--- src/hw/rtl/jxr_pkg.sv ---
`timescale 1ns / 1ps

package jxr_pkg;

  localparam int SKIP_WIDTH = 32;
  localparam logic [31:0] SKIP_MAX = 32'((64'd1 << SKIP_WIDTH) - 64'd1);

  localparam logic [15:0] RATING_TAG_RESET = 16'h4746;

  localparam logic [7:0] MK_PREFIX    = 8'hFF;
  localparam logic [7:0] MK_SOI       = 8'hD8;
  localparam logic [7:0] MK_EOI       = 8'hD9;
  localparam logic [7:0] MK_SOS       = 8'hDA;
  localparam logic [7:0] MK_APP1      = 8'hE1;
  localparam logic [7:0] MK_APP_FIRST = 8'hE0;
  localparam logic [7:0] MK_APP_LAST  = 8'hEF;
  localparam logic [7:0] TIFF_LE      = 8'h49;

  localparam logic [2:0] ST_FOUND   = 3'd0;
  localparam logic [2:0] ST_NOTJPEG = 3'd1;
  localparam logic [2:0] ST_NOEXIF  = 3'd2;
  localparam logic [2:0] ST_ABSENT  = 3'd3;
  localparam logic [2:0] ST_TRUNC   = 3'd4;

  typedef struct packed {
    logic        hit;
    logic [15:0] rating;
    logic [2:0]  status;
  } result_t;

  function automatic logic [7:0] exif_sig(input logic [1:0] idx);
    logic [7:0] c;
    case (idx)
      2'd0:    c = 8'h45;
      2'd1:    c = 8'h78;
      2'd2:    c = 8'h69;
      default: c = 8'h66;
    endcase
    return c;
  endfunction

endpackage

--- src/hw/rtl/jxr_parser.sv ---
`timescale 1ns / 1ps

module jxr_parser
  import jxr_pkg::*;
(
  input  logic        clk,
  input  logic        rst,
  input  logic        step,
  input  logic [7:0]  data_byte,
  input  logic        last_byte,
  input  logic [15:0] tag_cfg,
  output result_t     res
);

  typedef enum logic [3:0] {
    PH_SOI0, PH_SOI1, PH_SCAN, PH_MARK, PH_SEGLEN, PH_APP1LEN, PH_SEGSKIP,
    PH_EXIFHDR, PH_TIFF, PH_IFDSKIP, PH_COUNT, PH_ENTRY, PH_DONE
  } phase_t;

  phase_t                phase, phase_next;
  logic [SKIP_WIDTH-1:0] skip, skip_next, skip_dec;
  logic [3:0]            idx, idx_next, idx_inc;
  logic                  le, le_next;
  logic [15:0]           left, left_next, left_dec;
  logic [31:0]           acc, acc_next, acc_tiff, off_s, off_sat;
  logic [15:0]           tag, tag_next, len, seg, val;
  logic                  mism;

  assign skip_dec = skip - SKIP_WIDTH'(1);
  assign idx_inc  = idx + 4'd1;
  assign left_dec = left - 16'd1;

  always_comb begin
    phase_next = phase;
    skip_next  = skip;
    idx_next   = idx;
    le_next    = le;
    left_next  = left;
    acc_next   = acc;
    tag_next   = tag;
    res        = '{hit: 1'b0, rating: 16'd0, status: ST_FOUND};
    len        = {acc[7:0], data_byte};
    seg        = (len < 16'd2) ? 16'd0 : len - 16'd2;
    val        = le ? {data_byte, acc[7:0]} : {acc[7:0], data_byte};
    mism       = acc[0] | ((idx < 4'd4) && (data_byte != exif_sig(idx[1:0])));
    acc_tiff   = acc;
    if (idx >= 4'd4) begin
      if (le) acc_tiff = acc | ({24'd0, data_byte} << {idx[1:0], 3'b000});
      else    acc_tiff = {acc[23:0], data_byte};
    end
    off_s   = (acc_tiff < 32'd8) ? 32'd0 : acc_tiff - 32'd8;
    off_sat = (off_s > SKIP_MAX) ? SKIP_MAX : off_s;

    unique case (phase) inside
      PH_SOI0: begin
        if (data_byte != MK_PREFIX) begin
          res.hit = 1'b1; res.status = ST_NOTJPEG;
        end else phase_next = PH_SOI1;
      end
      PH_SOI1: begin
        if (data_byte != MK_SOI) begin
          res.hit = 1'b1; res.status = ST_NOTJPEG;
        end else phase_next = PH_SCAN;
      end
      PH_SCAN: begin
        if (data_byte == MK_PREFIX) phase_next = PH_MARK;
      end
      PH_MARK: begin
        if (data_byte == MK_PREFIX) begin
          phase_next = PH_MARK;
        end else if (data_byte == MK_SOS || data_byte == MK_EOI) begin
          res.hit = 1'b1; res.status = ST_NOEXIF;
        end else begin
          idx_next = 4'd0;
          acc_next = 32'd0;
          if (data_byte == MK_APP1) phase_next = PH_APP1LEN;
          else if (data_byte >= MK_APP_FIRST && data_byte <= MK_APP_LAST)
            phase_next = PH_SEGLEN;
          else phase_next = PH_SCAN;
        end
      end
      PH_SEGLEN, PH_APP1LEN: begin
        if (idx == 4'd0) begin
          acc_next = {24'd0, data_byte};
          idx_next = 4'd1;
        end else begin
          skip_next = SKIP_WIDTH'(seg);
          idx_next  = 4'd0;
          acc_next  = 32'd0;
          if (seg == 16'd0) phase_next = PH_SCAN;
          else if (phase == PH_APP1LEN) phase_next = PH_EXIFHDR;
          else phase_next = PH_SEGSKIP;
        end
      end
      PH_SEGSKIP: begin
        skip_next = skip_dec;
        if (skip_dec == '0) phase_next = PH_SCAN;
      end
      PH_EXIFHDR: begin
        skip_next = skip_dec;
        if (idx_inc >= 4'd6) begin
          idx_next = 4'd0;
          acc_next = 32'd0;
          if (!mism) phase_next = PH_TIFF;
          else phase_next = (skip_dec == '0) ? PH_SCAN : PH_SEGSKIP;
        end else if (skip_dec == '0) begin
          idx_next   = 4'd0;
          acc_next   = 32'd0;
          phase_next = PH_SCAN;
        end else begin
          idx_next = idx_inc;
          acc_next = {31'd0, mism};
        end
      end
      PH_TIFF: begin
        if (idx == 4'd0) le_next = (data_byte == TIFF_LE);
        if (idx_inc >= 4'd8) begin
          skip_next  = SKIP_WIDTH'(off_sat);
          idx_next   = 4'd0;
          acc_next   = 32'd0;
          phase_next = (off_sat == 32'd0) ? PH_COUNT : PH_IFDSKIP;
        end else begin
          acc_next = acc_tiff;
          idx_next = idx_inc;
        end
      end
      PH_IFDSKIP: begin
        skip_next = skip_dec;
        if (skip_dec == '0) phase_next = PH_COUNT;
      end
      PH_COUNT: begin
        if (idx == 4'd0) begin
          acc_next = {24'd0, data_byte};
          idx_next = 4'd1;
        end else begin
          left_next = val;
          idx_next  = 4'd0;
          acc_next  = 32'd0;
          if (val == 16'd0) begin
            res.hit = 1'b1; res.status = ST_ABSENT;
          end else phase_next = PH_ENTRY;
        end
      end
      PH_ENTRY: begin
        if (idx == 4'd0) tag_next = {8'd0, data_byte};
        if (idx == 4'd1) tag_next = le ? {data_byte, tag[7:0]} : {tag[7:0], data_byte};
        if (idx == 4'd8) acc_next = {24'd0, data_byte};
        if (idx == 4'd9) acc_next = {16'd0, val};
        if (idx == 4'd9 && tag == tag_cfg) begin
          res.hit    = 1'b1;
          res.status = ST_FOUND;
          res.rating = val;
        end else if (idx_inc >= 4'd12) begin
          idx_next  = 4'd0;
          acc_next  = 32'd0;
          left_next = left_dec;
          if (left_dec == 16'd0) begin
            res.hit = 1'b1; res.status = ST_ABSENT;
          end
        end else begin
          idx_next = idx_inc;
        end
      end
      PH_DONE: begin
        phase_next = PH_DONE;
      end
      default: begin
        phase_next = PH_DONE;
      end
    endcase

    if (res.hit) phase_next = PH_DONE;

    if (last_byte) begin
      if (phase_next != PH_DONE) begin
        res.hit = 1'b1;
        case (phase_next) inside
          PH_SOI0, PH_SOI1: res.status = ST_NOTJPEG;
          PH_SCAN, PH_MARK: res.status = ST_NOEXIF;
          default:          res.status = ST_TRUNC;
        endcase
      end
      phase_next = PH_SOI0;
      skip_next  = '0;
      idx_next   = 4'd0;
      le_next    = 1'b0;
      left_next  = 16'd0;
      acc_next   = 32'd0;
      tag_next   = 16'd0;
    end
  end

  always_ff @(posedge clk) begin
    if (rst) begin
      phase <= PH_SOI0;
      skip  <= '0;
      idx   <= 4'd0;
      le    <= 1'b0;
      left  <= 16'd0;
      acc   <= 32'd0;
      tag   <= 16'd0;
    end else if (step) begin
      phase <= phase_next;
      skip  <= skip_next;
      idx   <= idx_next;
      le    <= le_next;
      left  <= left_next;
      acc   <= acc_next;
      tag   <= tag_next;
    end
  end

endmodule

--- src/hw/rtl/jpeg_exif_rating_extractor.sv ---
`timescale 1ns / 1ps
// A byte's result request is registered: the byte goes to the held-byte register, then to result_valid.
// Throughput: one byte per cycle while no result request is stalled; the parse step is one registered stage.
// byte_stall is high during reset and while a result request waits and a byte is held.
// Reset (rst, synchronous) clears parse state and requests; tag_cfg -> 0x4746.

module jpeg_exif_rating_extractor
  import jxr_pkg::*;
(
  input  logic        clk,
  input  logic        rst,
  input  logic        byte_valid,
  output logic        byte_stall,
  input  logic [7:0]  data_byte,
  input  logic        last_byte,
  output logic        result_valid,
  input  logic        result_stall,
  output logic [15:0] rating,
  output logic [2:0]  status,
  input  logic        rating_tag_we,
  input  logic [15:0] rating_tag
);

  logic       held_valid;
  logic [7:0] held_byte;
  logic       held_last;
  logic [15:0] tag_cfg;
  logic       advance, accept, step;
  result_t    res;

  assign advance    = !(result_valid && result_stall);
  assign byte_stall = rst || (held_valid && !advance);
  assign accept     = byte_valid && !byte_stall;
  assign step       = held_valid && advance;

  jxr_parser u_parser (
    .clk       (clk),
    .rst       (rst),
    .step      (step),
    .data_byte (held_byte),
    .last_byte (held_last),
    .tag_cfg   (tag_cfg),
    .res       (res)
  );

  always_ff @(posedge clk) begin
    if (rst) begin
      tag_cfg      <= RATING_TAG_RESET;
      held_valid   <= 1'b0;
      result_valid <= 1'b0;
    end else begin
      if (rating_tag_we) tag_cfg <= rating_tag;
      if (accept) held_valid <= 1'b1;
      else if (advance) held_valid <= 1'b0;
      if (advance) result_valid <= step && res.hit;
    end
    if (accept) begin
      held_byte <= data_byte;
      held_last <= last_byte;
    end
    if (step && res.hit && advance) begin
      rating <= res.rating;
      status <= res.status;
    end
  end

endmodule

--- config.mk ---
export PLATFORM = sky130hd
export DESIGN_NAME = jpeg_exif_rating_extractor
export DESIGN_NICKNAME = d
export VERILOG_FILES = /design/src/hw/rtl/jxr_pkg.sv /design/src/hw/rtl/jxr_parser.sv /design/src/hw/rtl/jpeg_exif_rating_extractor.sv
export SDC_FILE = /design/constraint.sdc
export NUM_CORES = 1
export LEC_CHECK = 0
export BUFFER_PORTS_ARGS = -buffer_cell sky130_fd_sc_hd__buf_2
export CAP_MARGIN = 20
export CORE_MARGIN = 2
export CORE_UTILIZATION = 35
export DETAILED_ROUTE_END_ITERATION = 10
export PLACE_DENSITY = 0.49
export REMOVE_ABC_BUFFERS = 1
export SYNTH_ARGS = -nofsm -noshare
export SYNTH_HDL_FRONTEND = slang
export SYNTH_SLANG_ARGS = --single-unit
export TNS_END_PERCENT = 5
--- constraint.sdc ---
create_clock -name clk -period 5.2 [get_ports clk]
set_clock_uncertainty 0.05 [all_clocks]
set_input_delay 0.26 -clock clk [delete_from_list [all_inputs] [get_ports clk]]
set_output_delay 0.26 -clock clk [all_outputs]
set_load 0.01 [all_outputs]
# [After elaboration in Yosys (flattened, before gate mapping)]
# Index checks and enable logic that the tools add are counted.
[totals] ff_bits=151 wordCells=209 inputBits=30
[op_classes] reduce_logical=42 shifts=1 n_addsub=5 order_cmp=10 bitwise_logic=2 mux=96 eq_ne=38
[ops] cell="two-way mux 32 bit" count=16
[ops] cell="two-way mux 16 bit" count=11
[ops] cell="one-hot mux 32 bit (5 select lines)" count=1
[ops] cell="two-way mux 4 bit" count=25
[ops] cell="one-hot mux 32 bit (3 select lines)" count=1
[ops] cell="logical NOT 32 bit" count=2
[ops] cell="logical NOT 16 bit" count=3
[ops] cell="one-hot mux 4 bit (11 select lines)" count=1
[ops] cell="== test 8 bit, second input constant" count=4
[ops] cell="> comparator 32 bit, second input constant" count=1
[ops] cell="less-than comparator 32 x 4 -> 1 bit, second input constant" count=1
[ops] cell="OR 32 bit" count=1
[ops] cell="one-hot mux 16 bit (2 select lines)" count=1
[ops] cell="left shift 8 x 5 -> 32 bit" count=1
[ops] cell="subtractor 32 x 1 -> 32 bit, second input constant" count=1
[ops] cell="subtractor 32 x 4 -> 32 bit, second input constant" count=1
[ops] cell="two-way mux 3 bit" count=10
[ops] cell="== test 4 bit, second input constant" count=6
[ops] cell="inequality test 3 bit, second input constant" count=8
[ops] cell="two-way mux 1 bit" count=21
[ops] cell="one-hot mux 4 bit (5 select lines)" count=1
[ops] cell="one-hot mux 6 bit (3 select lines)" count=1
[ops] cell="== test 16 bit" count=1
[ops] cell="== test 4 x 2 -> 1 bit, second input constant" count=4
[ops] cell="38 further kinds" count=71

# [Longest topological paths before layout]
[logic_depth] ltp_word=19 depth_mapped=15 ltp_nobuf=14

# [By module]
# From an unflattened synthesis, not the netlist that was laid out.
[hier_totals] hier_cells=1420 hier_area_um2=10929.2
[by_module_without_submodules] mod="jxr_parser" cells_each=1328 area_per_inst_um2=9392.8 n_inst=1
[by_module_without_submodules] mod="jpeg_exif_rating_extractor" cells_each=92 area_per_inst_um2=1536.5 n_inst=1

# [Worst setup path before layout]
# OpenSTA, ideal clock, no wires.
[synth_path] path_kind="reg2reg" from="register u_parser.left[0]" to="register rating[0] (enable)" t_arrival_ns=3.305 setup_time_ns=0.403 path_slack_ns=1.442 period_less_slack_ns=3.758 path_stages_with_launch=11 path_cell_list="dfxtp_1 -> inv_1 -> ha_1 -> or4b_1 -> clkbuf_1 -> nor4_1 -> nand2_1 -> xor2_1 -> and4_1 -> nor2_1 -> a21oi_1"
[synth_between] elab_chain_len=12
[synth_rtl] element="start: declaration" line="jxr_parser.sv:24" rtl="logic [15:0] left, left_next, left_dec;"
[synth_rtl] element="start signal: assignment" line="jxr_parser.sv:207" rtl="left <= left_next;"
[synth_rtl] element="subtractor 16 x 1 -> 16 bit (*)" line="jxr_parser.sv:31" rtl="assign left_dec = left - 16'd1;"
[synth_rtl] element="logical NOT 16 bit (*)" line="jxr_parser.sv:157" rtl="if (left_dec == 16'd0) begin"
[synth_rtl] element="two-way mux 1 bit (*)" line="jxr_parser.sv:157"
[synth_rtl] element="two-way mux 1 bit (*)" line="jxr_parser.sv:153" rtl="end else if (idx_inc >= 4'd12) begin"
[synth_rtl] element="two-way mux 1 bit (*)" line="jxr_parser.sv:149" rtl="if (idx == 4'd9 && tag == tag_cfg) begin"
[synth_rtl] element="one-hot mux 1 bit (5 select lines) (*)" line="jxr_parser.sv:54" rtl="unique case (phase) inside"
[synth_rtl] element="two-way mux 4 bit" line="jxr_parser.sv:172" rtl="if (res.hit) phase_next = PH_DONE;"
[synth_rtl] element="inequality test 4 bit" line="jxr_parser.sv:175" rtl="if (phase_next != PH_DONE) begin"
[synth_rtl] element="two-way mux 1 bit" line="jxr_parser.sv:175"
[synth_rtl] element="two-way mux 1 bit (*)" line="jxr_parser.sv:174" rtl="if (last_byte) begin"
[synth_rtl] element="logical AND 1 bit (*) (2 in series)" line="jpeg_exif_rating_extractor.sv:61" rtl="if (step && res.hit && advance) begin"
[synth_rtl] element="end signal: assignment" line="jpeg_exif_rating_extractor.sv:62" rtl="rating <= res.rating;"
[synth_rtl] element="end: declaration" line="jpeg_exif_rating_extractor.sv:18" rtl="output logic [15:0] rating,"
# Mark *: on every way between the ends. The rest lies on a longest branch, timed or not.
# A chain may end at the register's enable or synchronous reset.

==> flow_summary.toml <==
[run_status]
status = "complete, no violations"

[pwr]
vdd_drop_max_mv = 0.234
power_uw = 2730
p_leak_uw = 0.00458
power_density_nw_per_um2 = 224

[grt]
grt_pass1_wl_microns = 61100
grt.overflow.total = 0
grt_max_degree = 79
grt_use_total_pct = 25.0
antenna_found_initial = 0
grt_pass1_vias = 10300

[setup_path]
critical-path-max-stage-delay_ns = 0.61
setup.worst_path.class = "reg2reg"
path_cells = "o21bai_2 > o21ai_0 > o21ai_0 > inv_1 > ha_1 > o221ai_1 > nor3_1 > nand2_1 > nor4_1 > o2bb2a_1 > o22ai_1 > nor4b_1 > a21oi_1 > a41o_1"
cp_max_fo = 14
start_kind = "register"
crit_top_cell = "o21ai_0"
cp.arrival_ns = 4.82
crit_path_top_delay_cell = "dfxtp_1"
cp_data_required_time_ns = 5.35
crit_family = "compound AO/OA/AOI/OAI gates"
cp-end-kind = "register"
worst-path-buf-inv = 1

[die]
ios = 51
die_x_microns = 179
coreArea_sq_um = 30300
rows = 64
start_util_pct = 35.3
die_h_microns = 179
die_area_sq_um = 32000

[place]
hpwl_microns = 28800
gp_congestion = 0.942
portBuffers = 50

[layout]
register_area_sq_um = 3300
area_growth_pct = 13.6
multi_input_comb_area_sq_um = 6870
antenna_cells = 0
nets = 1500
drive_above_1_share_pct = 10.9
fill_cells = 3138

[timing]
relSlewSlack_pct = 28.6
fin_crit_sh_pct = 89.7
hold_violations = 0
setup_viol = 0
worst_pin_slew_ns = 1.06
rsz0062_at_grt = "false"
fmax_mhz = 214
finalMaxSlewViolations = 0
min_period_ns = 4.67
finalSetupTns_ns = 0

[synth]
synth_most_common_cell = "nor2_1"
ys_seq_area_share_pct = 30.8
yosysWarnings = 0
synth_top_area_share_pct = 23.0
yosys-top-cells-area = "dfxtp_1 (23%), edfxtp_1 (7.8%), nor2_1 (7.4%)"
syn-cell-area_sq_um = 10700
ys_types = 82
synth_edf_count = 28
synth.avg_cell_area_sq_um = 7.50
synthTopCellsByCount = "nor2_1 (212), nand2_1 (128), dfxtp_1 (123), a21oi_1 (97)"
synth_top_flop_cell = "dfxtp_1"
synth_cells = 1429
synthArstFlopShare_pct = 0
yosys.area.top_type = "dfxtp_1"
synth_seq_cells = 151

[clocking]
cts_root_buf = "clkbuf_16"
insertion_delay_ns = 0.46
cts.sinks = 151
clkTransAtPathRegs_ns = 0.07
cts_tree = "built"
cts_made_buffers = 17
cts-htree-levels = 4
clockBufferDepth = 2
cts_setup_buffers = 0

[detailed_routing]
drtIter0Drc = 1187
wl_per_cell_microns = 21.1
routed-via-count = 11000
dr.pass1.iters = 6
drc_errors = 0
ant_nets = 0
wirelength_microns = 39400
vias_per_cell = 5.90

[run]
drv_cap = 0

[hold_path]
min_path_type = "in2reg"
layout by cell type, fill, tap and decap left out, types with 7 or more instances in the layout:
master	count
nand2b_1	15
nand4_1	24
and3_1	9
nor2_1	212
nor3_1	45
or3_1	7
a31oi_1	9
or2_2	9
o21ai_0	91
edfxtp_1	28
nor3b_1	8
o211ai_1	8
a21o_1	8
a22oi_1	52
and2_1	18
nor2b_1	24
mux2i_1	29
nand2_1	128
o22ai_1	26
xnor2_1	47
a22o_1	10
xor2_1	34
a222oi_1	9
inv_1	27
clkbuf_16	17
buf_2	49
o31ai_1	9
a2111oi_0	8
dlygate4sd3_1	26
nand3_1	36
a211o_1	13
nor4b_1	9
buf_4	46
nor4_1	32
a21oi_1	96
dfxtp_1	122
ha_1	11
where the power goes:
group	internal (uW)	switching, uW	total (uW)	leakage (uW)
clock network	663	563	1230	0.000272
logic	99.0	161	260	0.00306
registers	1220	27.7	1240	0.00125
through the flow:
| stage | setup slack [ns] | utilization [%] | hold WS [ns] | area, sq um | cells |
|---|---|---|---|---|---|
| finish | 0.534 | 40.1 | 0.0251 | 12200 | 1868 |
| global route | 0.200 | 40.1 | 0.0647 | 12200 | 1868 |
| CTS | 0.675 | 40.1 | 0.0155 | 12200 | 1868 |
| detailed placement | 0.726 | 37.4 | 0.388 | 11400 | 1810 |
| global placement | 0.824 | 37.4 | 0.387 | 11400 | 1810 |
| floorplan | 0.846 | - | 0.279 | 10300 | 1319 |
cells by family (layout without fill, tap and decap cells):
| kind of cell | after synthesis | after routing | synth area share, % |
|---|---|---|---|
| AND/OR/NAND/NOR | 606 | 606 | 27.7 |
| AO/OA/AOI/OAI | 408 | 408 | 25.1 |
| flip-flops | 151 | 151 | 30.8 |
| buffers and inverters | 137 | 180 | 5.13 |
| XOR/XNOR | 81 | 81 | 6.62 |
| multiplexers | 35 | 35 | 3.34 |
| adder cells (fa/ha/maj) | 11 | 11 | 1.28 |
worst paths after layout:
check,from,end,slack [ns],cells past startpoint
worst max register to register,u_parser.idx[3],status[0],0.53,14
worst min-delay path,result_stall,result_valid,0.03,3
worst min register to register,u_parser.tag[5],u_parser.tag[5],0.44,2
worst max-delay path,u_parser.idx[3],status[0],0.53,14
cell type report:
class / count / share of cell area [%]
Clock buffer: 18 / 3.52
Clock inverter: 14 / 1.04
Inverter: 27 / 0.832
Multi-Input combinational cell: 1141 / 56.4
Sequential cell: 151 / 27.1
Tap cell: 396 / 4.07
Timing Repair Buffer: 121 / 6.99
flip-flops by register name, summed over array words and instances (netlist names), 3 cells and up:
name and count:
held_byte 8, rating 16, status 3, tag_cfg 16, u_parser.acc 32, u_parser.idx 4
u_parser.left 16, u_parser.phase 4, u_parser.skip 32, u_parser.tag 16
metal layers:
metal / vias up / wire (microns) / GRT usage (%)
met5: - / 0 / 0
met4: 0 / 881 / 7.22
met3: 62 / 2740 / 5.51
met1: 5276 / 18700 / 35.5
met2: 403 / 17100 / 37.9
li1: 5277 / - / -
worst reg2reg max path, cell delays in order (launching register included):
cell      delay [ns]
dfxtp_1         0.61
o21bai_2        0.22
o21ai_0         0.26
o21ai_0         0.16
inv_1           0.08
ha_1            0.18
o221ai_1        0.17
nor3_1          0.56
nand2_1         0.24
nor4_1          0.37
o2bb2a_1        0.28
o22ai_1         0.12
nor4b_1         0.50
a21oi_1         0.31
a41o_1          0.31
what timing repair did:
item	in CTS	in global routing
hold endpoints to repair	26	0
gates resized for setup	0	0
hold buffers	26	0
(Power assumes the default switching activity.)
